File: src/sv/pfa_pkg.sv
`default_nettype none
package pfa_pkg;
   localparam int NUM_PAGES  = 1024;
   localparam int PAGE_SHIFT = 12;
   localparam int PAGE_W     = $clog2(NUM_PAGES);
   localparam int LINK_W     = PAGE_W + 1;
   localparam int ADDR_W     = 23;
   localparam int FLAG_W     = 6;
   localparam int WORD_W     = FLAG_W + 2;
   localparam int EPAGE_W    = ADDR_W - PAGE_SHIFT + 1;

   localparam logic [LINK_W-1:0] NO_PAGE = LINK_W'(NUM_PAGES);
   localparam logic [ADDR_W:0]   PAGE_ROUND = (ADDR_W+1)'((1 << PAGE_SHIFT) - 1);

   localparam int FLAG_USED = 0;
   localparam int FLAG_FREE = 1;
   localparam int FLAG_PHYS = 2;
   localparam int FLAG_VIRT = 3;

   typedef enum logic [1:0] {
      ACT_MARK  = 2'd0,
      ACT_ALLOC = 2'd1,
      ACT_FREE  = 2'd2,
      ACT_NONE  = 2'd3
   } action_type;

   typedef enum logic [1:0] {
      STS_OK      = 2'd0,
      STS_BAD     = 2'd1,
      STS_NO_FREE = 2'd2,
      STS_PAST    = 2'd3
   } status_type;

   typedef enum logic [1:0] {
      REG_TOTAL = 2'd0,
      REG_FIRST = 2'd1,
      REG_COUNT = 2'd2,
      REG_SPARE = 2'd3
   } reg_index_type;

   typedef struct packed {
      logic [LINK_W-1:0] total_pages;
      logic [PAGE_W-1:0] table_first_page;
      logic [LINK_W-1:0] table_page_count;
   } cfg_type;

   typedef struct packed {
      logic [1:0]        status;
      logic [PAGE_W-1:0] granted_page;
      logic [LINK_W-1:0] free_count;
      logic [LINK_W-1:0] used_count;
   } res_type;

   function automatic logic in_table(cfg_type cfg, logic [PAGE_W-1:0] pg);
      logic [PAGE_W-1:0] diff;
      diff = pg - cfg.table_first_page;
      return (pg >= cfg.table_first_page) && ({1'b0, diff} < cfg.table_page_count);
   endfunction

   function automatic logic [LINK_W-1:0] pages_present(cfg_type cfg);
      return (cfg.total_pages > NO_PAGE) ? NO_PAGE : cfg.total_pages;
   endfunction
endpackage
`default_nettype wire

File: src/sv/pfa_csr.sv
`default_nettype none
module pfa_csr (
   input  wire logic         clock,
   input  wire logic         reset,
   input  wire logic         csr_psel,
   input  wire logic         csr_penable,
   input  wire logic         csr_pwrite,
   input  wire logic [3:0]   csr_paddr,
   input  wire logic [31:0]  csr_pwdata,
   output logic      [31:0]  csr_prdata,
   output logic              csr_pready,
   output pfa_pkg::cfg_type  cfg
);
   import pfa_pkg::*;

   cfg_type       cfg_ff;
   logic          wr_en;
   reg_index_type idx;

   assign idx        = reg_index_type'(csr_paddr[3:2]);
   assign wr_en      = csr_psel && csr_penable && csr_pwrite;
   assign csr_pready = 1'b1;
   assign cfg        = cfg_ff;

   always_ff @(posedge clock) begin
      if (reset) begin
         cfg_ff.total_pages      <= NO_PAGE;
         cfg_ff.table_first_page <= '0;
         cfg_ff.table_page_count <= '0;
      end else if (wr_en) begin
         case (idx)
            REG_TOTAL: cfg_ff.total_pages      <= csr_pwdata[LINK_W-1:0];
            REG_FIRST: cfg_ff.table_first_page <= csr_pwdata[PAGE_W-1:0];
            REG_COUNT: cfg_ff.table_page_count <= csr_pwdata[LINK_W-1:0];
            default: ;
         endcase
      end
   end

   always_comb begin
      case (idx)
         REG_TOTAL: csr_prdata = 32'(cfg_ff.total_pages);
         REG_FIRST: csr_prdata = 32'(cfg_ff.table_first_page);
         REG_COUNT: csr_prdata = 32'(cfg_ff.table_page_count);
         default:   csr_prdata = '0;
      endcase
   end
endmodule
`default_nettype wire

File: config.mk
export PLATFORM = sky130hd
export DESIGN_NAME = pfa_csr
export DESIGN_NICKNAME = d
export VERILOG_FILES = /design/src/sv/pfa_pkg.sv /design/src/sv/pfa_csr.sv
export SDC_FILE = /design/constraint.sdc
export NUM_CORES = 1
export LEC_CHECK = 0
export BUFFER_PORTS_ARGS = -buffer_cell sky130_fd_sc_hd__buf_4
export CELL_PAD_IN_SITES_DETAIL_PLACEMENT = 1
export CELL_PAD_IN_SITES_GLOBAL_PLACEMENT = 1
export CORE_MARGIN = 8
export CORE_UTILIZATION = 30
export CTS_BUF_LIST = sky130_fd_sc_hd__clkbuf_16
export DETAILED_ROUTE_END_ITERATION = 10
export PLACE_DENSITY_LB_ADDON = 0.1
export SETUP_SLACK_MARGIN = 0.02
export SYNTH_ARGS = -nofsm -noshare
export SYNTH_HDL_FRONTEND = slang
export SYNTH_SLANG_ARGS = --single-unit
File: constraint.sdc
create_clock -name clock -period 1.62 [get_ports clock]
set_clock_uncertainty 0.15 [all_clocks]
set_input_delay 0.324 -clock clock [delete_from_list [all_inputs] [get_ports clock]]
set_output_delay 0.324 -clock clock [all_outputs]
set_load 0.05 [all_outputs]
==> run metrics, run 1 <==
status=complete, no violations; Mapped Area=0.00173 mm²; WP data required=1.15 ns; initial antenna violation count=0; core area=0.00554 mm²; Final Cycle Share=~98%; Setup violations, final=0; total of max-cap violations=0; I/O pin cnt=about 110; Layout area overhead=59.5%; Reg clk slew, reported paths=0.05 ns; Fmax=629 MHz; VDD IR-drop max=0.000517 V; sequential-to-total area share from yosys stat=around 37%; routability cong.=0.629; sum of buffers and inverters on the critical path=3; die span in y=92.0 µm; crit path time final=1.59 ns; Static Leak=1.23 nW; Fin. Hold Viols=0; largest stage delay on the critical path=between 0.15 and 0.2 ns; slowest CP cell=mux2i_4; vias per cell=4.36; Clock Latency Late Sink=~0.26 ns; TritonCTS Sinks=32; Finished Layout Cells=between 300 and 400; FF+latch area=667 µm²; Global Route Usage Sum=about 12%; full die area=0.00847 mm²; area of the multi-input gates=0.00121 mm²; worst r2r src=cfg[7]$_SDFFE_PP0P_; final instance area=0.00277 mm²; Setup CP Type=input port to output pin; power density over the cells=747 mW/mm²; Area after DPL=about 0.0024 mm²; CP delay by family, top=buffers and inverters; routed via count=1413; grt total ovfl=0; crit path launch=csr_paddr[2]; CTS tree=built; M1 GR Usage=between 10% and 20%; Post-CTS Setup Bufs=0; initial core utilization=a little under a third; critical path's most frequent cell=buf_6; Startpoint Class=input port; synth unique cells=18; first-pass GRT wire length=8220 µm; Layout fillers=about 620; Final WS setup=0.0314 ns; min-delay src=csr_pwdata[10]; Worst EP arrival=1.11 ns; die width=between 90 and 100 µm; yosys warns=0; row count=27; register bit total from synthesis=32; Antenna diodes=0; Placement Setup Slack=-0.0532 ns; # nets final=292; Starting DRT DRC Count=42; M3 GR Usage=approximately 4.8%; syn_area_per_cell=9.42 µm²; DP Wirelength=3850 µm; drt first pass iters=4; Cells after DPL=~320; GR peak layer=met2; clock tree root buffer cell=clkbuf_16; DR DRC count=0; antenna-violating nets left=0; final core occ=49.9%; CTS max path bufs=2; setup tns final=0 ns; RSZ-0062 raised after global routing=false; Worst Path Max Fanout=6; GRT met2 Usage=19.5%; Largest register FFs=32; largest net degree at the start of global routing=45; DRT Wirelength=~5200 µm; hold buffer count at cts=0; Avg WL per Cell=16.2 µm; layout cells sized above 1=50.0%; CP endpoint kind=output pin; Slew Limit Fails=0; Min-Delay Path Class=input port to flop; CP cell instances=buf_6 -> buf_12 -> mux2i_4 -> o21ai_4 -> buf_6; PortBufs=60; H-tree levels=2; vias in the first global route=1544; Cells after Synth=184; number of buffers created by CTS=5
-- through the flow --
stage	hold WS [ns]	power (W)
2_1_floorplan	0.322	0.00113
3_3_place_gp	0.316	0.00119
3_5_place_dp	0.324	0.00119
4_1_cts	0.177	0.00207
5_1_grt	0.188	0.00216
6_report	0.181	0.00207
-- layout by cell type (no fill, tap or decap), drive strengths merged --
master and n:
clkinv 1, nor3 1, inv 2, buf 73, o21ai 10, nand4 1
conb 22, nand2b 42, nor2 3, or3b 1, mux2i 43, nor2b 1
nor3b 2, nand3 1, or3 1, nand2 10, dfxtp 32, clkbuf 6
-- worst register-to-register path, cell delays in order (launching register included) --
cell and delay, ns:
dfxtp_1 0.38, nand2b_1 0.08, mux2i_1 0.14
-- power breakdown --
group,switching [W],internal (W),leakage (nW)
registers,0.0000120,0.000800,0.269
logic,0.000266,0.000133,0.888
clock network,0.000304,0.000551,0.0738
total,0.000582,0.00148,1.23
-- logic make-up (layout without fill, tap and decap cells) --
family / count (synthesis) / in the layout / synth area share [%]
buf+inv: 34 / 82 / 13.3
flops: 32 / 32 / 36.9
compound gates: 10 / 10 / 2.89
mux: 43 / 43 / 24.8
simple gates: 63 / 63 / 21.6
other cells: 2 / 22 / 0.433
-- final cells by class --
| type | count | area share, % |
|---|---|---|
| clock buffer | 5 | 4.52 |
| clock inverter | 3 | 0.407 |
| multi-input combinational | 138 | 43.6 |
| sequential | 32 | 24.1 |
| tap | 72 | 3.26 |
| timing repair buffer | 74 | 24.1 |
-- cells in the mapped netlist --
cell      number  area, µm²
mux2i_1       43        430
nand2b_1      42        263
dfxtp_1       32        641
buf_4         22        165
nand2_1       10       37.5
o21ai_0       10       50.1
buf_2          5       25.0
clkbuf_1       5       18.8
nor2_1         3       11.3
buf_6          2       22.5
conb_1         2       7.51
nor3b_1        2       15.0
nand3_2        1       10.0
nand4_1        1       6.26
nor2b_1        1       6.26
nor3_1         1       5.00
or3_4          1       11.3
or3b_1         1       8.76
-- path summary, 6_finish.rpt --
check        cells after the start                   end  slack [ns]
max                              5         csr_prdata[5]        0.03
min                              3  cfg[10]$_SDFFE_PP0P_        0.18
max reg2reg                      2   cfg[7]$_SDFFE_PP0P_        0.79
min reg2reg                      2  cfg[15]$_SDFFE_PP0P_        0.35
-- metal layers --
metal  part of all wire (%)  vias up  wire length, µm
met5                      0        -                0
met4                   0.52        0               27
met3                    6.9        2              359
met2                     49       45             2540
met1                     44      663             2310
li1                       -      703                -
-- what timing repair did --
action | in CTS | in global routing
pin swaps | 1 | 6
endpoints found under the setup margin | 11 | 11
resized for setup | 21 | 19
gates cloned | 0 | 1
Power figures use the tool's default switching activity.
==> run 2, diff against run 1 <==
--- a/config.mk
+++ b/config.mk
@@ -5,11 +5,13 @@
 export SDC_FILE = /design/constraint.sdc
 export NUM_CORES = 1
 export LEC_CHECK = 0
+export ABC_AREA = 1
 export BUFFER_PORTS_ARGS = -buffer_cell sky130_fd_sc_hd__buf_4
 export CELL_PAD_IN_SITES_DETAIL_PLACEMENT = 1
 export CELL_PAD_IN_SITES_GLOBAL_PLACEMENT = 1
+export CORE_ASPECT_RATIO = 0.75
 export CORE_MARGIN = 8
-export CORE_UTILIZATION = 30
+export CORE_UTILIZATION = 27
 export CTS_BUF_LIST = sky130_fd_sc_hd__clkbuf_16
 export DETAILED_ROUTE_END_ITERATION = 10
 export PLACE_DENSITY_LB_ADDON = 0.1
==> run metrics, run 2 <==
status=complete, no violations; combinational power share=approximately a fifth; Mapped Area=about 0.0017 mm²; number of buffers created by CTS=5; Setup violations, final=0; Final Cycle Share=a little over nine tenths; initial antenna violation count=0; final instance area=0.00267 mm²; clock power share=~45%; Clock Latency Late Sink=0.27 ns; CP endpoint kind=output pin; Pint=between 0.0015 and 0.002 W; vias per cell=4.24; DR DRC count=0; Yosys top cell area share=37.5%; internal reg-to-reg setup slack=a little under 0.9 ns; Fmax=636 MHz; most frequent cells after synthesis=nand2_1, nor2_1, nand3_1; hold endpoint=cfg[31]$_SDFFE_PP1P_; Cells after DPL=406; min-delay src=csr_pwdata[10]; TritonCTS Sinks=32; vias in the first global route=1869; I/O pin cnt=106; CTS max path bufs=2; setup tns final=0 ns; sw power=0.000696 W; grt total ovfl=0; Area after DPL=0.00231 mm²; Cells after Synth=265; Min-Delay Path Class=input port to flop; PortBufs=60; Layout fillers=809; share of power burned in registers=34.6%; R2R Path End=cfg[11]$_SDFFE_PP0P_; # nets final=380; EDFF count, synth=0; Avg WL per Cell=14.1 µm; DRT Wirelength=5940 µm; Antenna diodes=0; Reg clk slew, reported paths=0.05 ns; Worst EP arrival=1.10 ns; crit path time final=1.57 ns; Yosys top cell by area=dfxtp_1; top post-synthesis cells by area=dfxtp_1, nand2_1, nor2_1; routability cong.=0.771; Worst Path Max Fanout=8; Slew Limit Fails=0; commonest non-fill, non-tap cells in the layout=nor2_1, buf_4, nand2_1; first-pass GRT wire length=~9400 µm; Largest register FFs=32; Layout area overhead=55.9%; switching share of total power=29.4%; reg2reg path depth=2; largest net degree at the start of global routing=33; prevailing post-synth register cell=dfxtp_1; layout cells sized above 1=33.8%; Static Leak=1.35 nW; routed via count=about 1800; Finished Layout Cells=421; final core occ=between 40 and 50%; Setup CP Type=input port to output pin; drt first pass iters=4; CTS tree=built; syn_area_per_cell=about 6.4 µm²; power density over the cells=889 mW/mm²; DP Wirelength=around 4100 µm; RSZ-0062 raised after global routing=true; Fin. Hold Viols=0; FFs w/ async S/R, synth=0%; Global Route Usage Sum=12.8%; commonest non-fill, non-tap cell in the layout=nor2_1; Worst Hold Depth=3; yosys warns=0; Startpoint Class=input port; antenna-violating nets left=0; H-tree levels=2; worst r2r src=cfg[11]$_SDFFE_PP0P_; sequential-to-total area share from yosys stat=37.5%; die width=108 µm; die span in y=84.9 µm; VDD IR-drop max=0.000367 V; synth unique cells=16; core area=0.00622 mm²; full die area=0.00916 mm²; clock tree root buffer cell=clkbuf_16; register bit total from synthesis=32; row count=25; Starting DRT DRC Count=about 40; initial core utilization=27.5%; WP data required=around 1.2 ns; total of max-cap violations=0
run 2: cell types whose count changed in the layout (fill, tap and decap cells not counted), sizes merged, moves of 9 or more:
cell,previous run,this run
buf,73,82
inv,2,16
mux2i,43,0
nand2,10,66
nand2b,42,0
nand3,1,43
nor2,3,69
o21ai,10,1
run 2: what timing repair did:
action / 4_1_cts / 5_1_grt
pin swaps: 0 / 7
hold buffers: 0 / 0
setup buffers: 1 / 4
resized for setup: 13 / 21
endpoints found under the setup margin: 11 / 11
gates cloned: 0 / 2
run 2: per-stage QoR:
step                      setup WS (ns)  hold slack [ns]  total power, W
after floorplan                   0.126            0.300         0.00118
after global placement          -0.0310            0.344         0.00128
after detailed placement        -0.0298            0.347         0.00128
after CTS                        0.0215            0.120         0.00237
after global routing            0.00982            0.124         0.00246
final                            0.0467            0.124         0.00237
run 2: layout make-up:
| cell class | count | area [µm²] | share of cell area [%] |
|---|---|---|---|
| Clock buffer | 5 | 125 | 4.69 |
| Clock inverter | 3 | 38.8 | 1.46 |
| Inverter | 15 | 58.8 | 2.21 |
| Multi-Input combinational cell | 202 | 922 | 34.6 |
| Sequential cell | 32 | 641 | 24.0 |
| Tap cell | 81 | 101 | 3.80 |
| Timing Repair Buffer | 83 | 778 | 29.2 |
run 2: cells by family after synthesis:
kind of cell	after synthesis	share of synthesized area, %
AND/OR/NAND/NOR	178	43.3
other	2	0.439
AO/OA/AOI/OAI	2	0.805
buffers and inverters	51	18.0
flip-flops	32	37.5
run 2: worst max-delay path: stages:
cell and delay, ns:
buf_8 0.10, inv_4 0.04, nor2_4 0.17, clkbuf_16 0.18, nand2_1 0.06, nand3_2 0.07, buf_8 0.14
run 2: worst max-delay path by stage:
stage	end	slack (ns)	depth (start not counted)	startpoint
3_5_place_dp	csr_prdata[4]	-0.03	6	csr_paddr[3]
4_1_cts	csr_prdata[0]	0.02	7	csr_paddr[2]
3_3_place_gp	csr_prdata[4]	-0.03	6	csr_paddr[2]
5_1_grt	csr_prdata[2]	0.01	7	csr_paddr[3]
6_report	csr_prdata[4]	0.05	7	csr_paddr[2]
2_1_floorplan	csr_prdata[10]	0.13	1	cfg[31]$_SDFFE_PP1P_
run 2: metal layers:
| layer | up-vias | track usage (%) | share of wire [%] |
|---|---|---|---|
| li1 | 922 | - | - |
| met1 | 815 | 15.0 | 45 |
| met2 | 44 | 21.6 | 48 |
| met3 | 5 | 4.54 | 6.8 |
| met4 | 0 | 3.39 | 0.74 |
| met5 | - | 0 | 0 |
run 2: power by group through the flow:
stage / logic, W / registers, W / clock network (W)
3_3_place_gp: 0.000445 / 0.000836 / 0
2_1_floorplan: 0.000292 / 0.000893 / 0
3_5_place_dp: 0.000447 / 0.000836 / 0
4_1_cts: 0.000458 / 0.000819 / 0.00109
6_report: 0.000486 / 0.000819 / 0.00106
5_1_grt: 0.000520 / 0.000822 / 0.00112
==> run 3, diff against run 2 <==
--- a/config.mk
+++ b/config.mk
@@ -15,6 +15,7 @@
 export CTS_BUF_LIST = sky130_fd_sc_hd__clkbuf_16
 export DETAILED_ROUTE_END_ITERATION = 10
 export PLACE_DENSITY_LB_ADDON = 0.1
+export RECOVER_POWER = 50
 export SETUP_SLACK_MARGIN = 0.02
 export SYNTH_ARGS = -nofsm -noshare
 export SYNTH_HDL_FRONTEND = slang
==> constraint.sdc (replaced) <==
create_clock -name clock -period 1.62 [get_ports clock]
set_clock_uncertainty 0.15 [all_clocks]
set_input_delay 0.243 -clock clock [delete_from_list [all_inputs] [get_ports clock]]
set_output_delay 0.243 -clock clock [all_outputs]
set_load 0.05 [all_outputs]
==> run metrics, run 3 (synthesized netlist as in run 2, its figures left out) <==
status=complete, no violations; total of max-cap violations=0; Fmax=677 MHz; share of power burned in registers=a little over a third; largest net degree at the start of global routing=33; sw power=0.000672 W; Worst Path Max Fanout=14; TritonCTS Sinks=32; die span in y=84.9 µm; Setup CP Type=input port to output pin; internal reg-to-reg setup slack=0.85 ns; Worst EP arrival=1.08 ns; clock tree root buffer cell=clkbuf_16; clock power share=between 40% and 50%; commonest non-fill, non-tap cell in the layout=nand2_1; Layout area overhead=37.1%; core area=0.00622 mm²; die width=108 µm; DRT Wirelength=5460 µm; commonest non-fill, non-tap cells in the layout=nand2_1, nor2_1, buf_4; area of the multi-input gates=841 µm²; vias in the first global route=1865; row count=25; H-tree levels=2; Starting DRT DRC Count=between 50 and 60; post-CTS sizing=0; WP data required=1.23 ns; vias per cell=about 4.2; CTS max path bufs=2; Pint=0.00163 W; Largest register FFs=32; R2R Path End=cfg[20]$_SDFFE_PP0P_; Max-slew headroom=roughly three fifths; Fin. Hold Viols=0; drt first pass iters=5; Min-Delay Path Class=input port to flop; crit path time final=1.48 ns; Final WS setup=0.143 ns; grt total ovfl=0; initial core utilization=27.5%; Post-CTS Setup Bufs=0; Reg clk slew, reported paths=0.05 ns; Final Cycle Share=91.1%; setup tns final=0 ns; power density over the cells=982 mW/mm²; FF+latch area=641 µm²; crit path launch=csr_paddr[2]; worst r2r src=cfg[20]$_SDFFE_PP0P_; Finished Layout Cells=408; Final Power=0.00230 W; initial antenna violation count=0; VDD IR-drop max=around 0.0004 V; Placement Setup Slack=0.120 ns; Slew Limit Fails=0; combinational power share=18.4%; full die area=0.00916 mm²; routability cong.=between 0.6 and 0.7; CP endpoint kind=output pin; CP endpoint=csr_prdata[0]; RSZ-0062 raised after global routing=false; Avg WL per Cell=13.4 µm; Startpoint Class=input port; I/O pin cnt=106; reg2reg path depth=2; Setup violations, final=0; layout cells sized above 1=25.4%; number of buffers created by CTS=5; Static Leak=approximately 1.2 nW; # nets final=around 370; Clock Latency Late Sink=0.27 ns; Global Route Usage Sum=12.7%; Antenna diodes=0; DP Wirelength=approximately 3900 µm; Worst Max-Slew Pin Slew=~0.6 ns; PortBufs=60; antenna-violating nets left=0; Layout fillers=between 800 and 900; DR DRC count=0; first-pass GRT wire length=9380 µm; Cells after DPL=400; routed via count=1700; hold buffer count at cts=0; CTS tree=built; switching share of total power=29.2%
-- run 3: changes by cell type in the layout (fill, tap and decap cells not counted), moves of 2 or more --
cell,change
buf_6,-6
nand2_2,-6
clkbuf_2,+6
nor2_4,-3
nor2_2,+3
buf_8,-9
nand2_1,+6
clkbuf_1,+2
buf_4,-3
nand3_1,+10
nand3_2,-10
-- run 3: power by group through the flow --
stage                     combinational, W  clock [W]  sequential [W]
after floorplan                   0.000289          0        0.000893
after global placement            0.000431          0        0.000836
after detailed placement          0.000433          0        0.000836
after CTS                         0.000433    0.00108        0.000819
after global routing              0.000459    0.00110        0.000822
final                             0.000424    0.00106        0.000819
-- run 3: how the worst min path moves through the flow --
stage                     cells after the start      startpoint              endpoint  slack (ns)
after global placement                        3  csr_pwdata[10]  cfg[31]$_SDFFE_PP1P_        0.32
after CTS                                     3  csr_pwdata[10]  cfg[31]$_SDFFE_PP1P_        0.04
after global routing                          3  csr_pwdata[10]  cfg[31]$_SDFFE_PP1P_        0.06
after floorplan                               2  csr_pwdata[10]  cfg[31]$_SDFFE_PP1P_        0.22
after detailed placement                      3  csr_pwdata[10]  cfg[31]$_SDFFE_PP1P_        0.32
final                                         3  csr_pwdata[10]  cfg[31]$_SDFFE_PP1P_        0.04
-- run 3: layer usage --
metal	global-route usage (%)	wire length [µm]	vias to the layer above
li1	-	-	895
met4	3.39	36	0
met5	0	0	-
met2	21.3	2560	42
met3	4.31	359	4
met1	15.0	2500	759
-- run 3: layout make-up --
type,instances,share of cell area (%)
multi-input cells,202,35.9
clock buffers,5,5.34
well taps,81,4.32
inverters,15,2.40
flip-flops and latches,32,27.3
repair buffers,70,23.1
clock inverters,3,1.66
-- run 3: through the flow --
stage                     cell area, µm²  hold WS [ns]  util (%)
final                               2340        0.0422      37.6
after floorplan                     1780         0.219         -
after CTS                           2380        0.0389      38.2
after global placement              2210         0.318      35.6
after detailed placement            2210         0.320      35.6
after global routing                2340        0.0617      37.6
-- run 3: critical path, stage by stage --
cell	delay [ns]
buf_4	0.11
inv_2	0.05
nor2_2	0.14
buf_12	0.17
nand2_1	0.06
nand3_1	0.10
buf_4	0.21
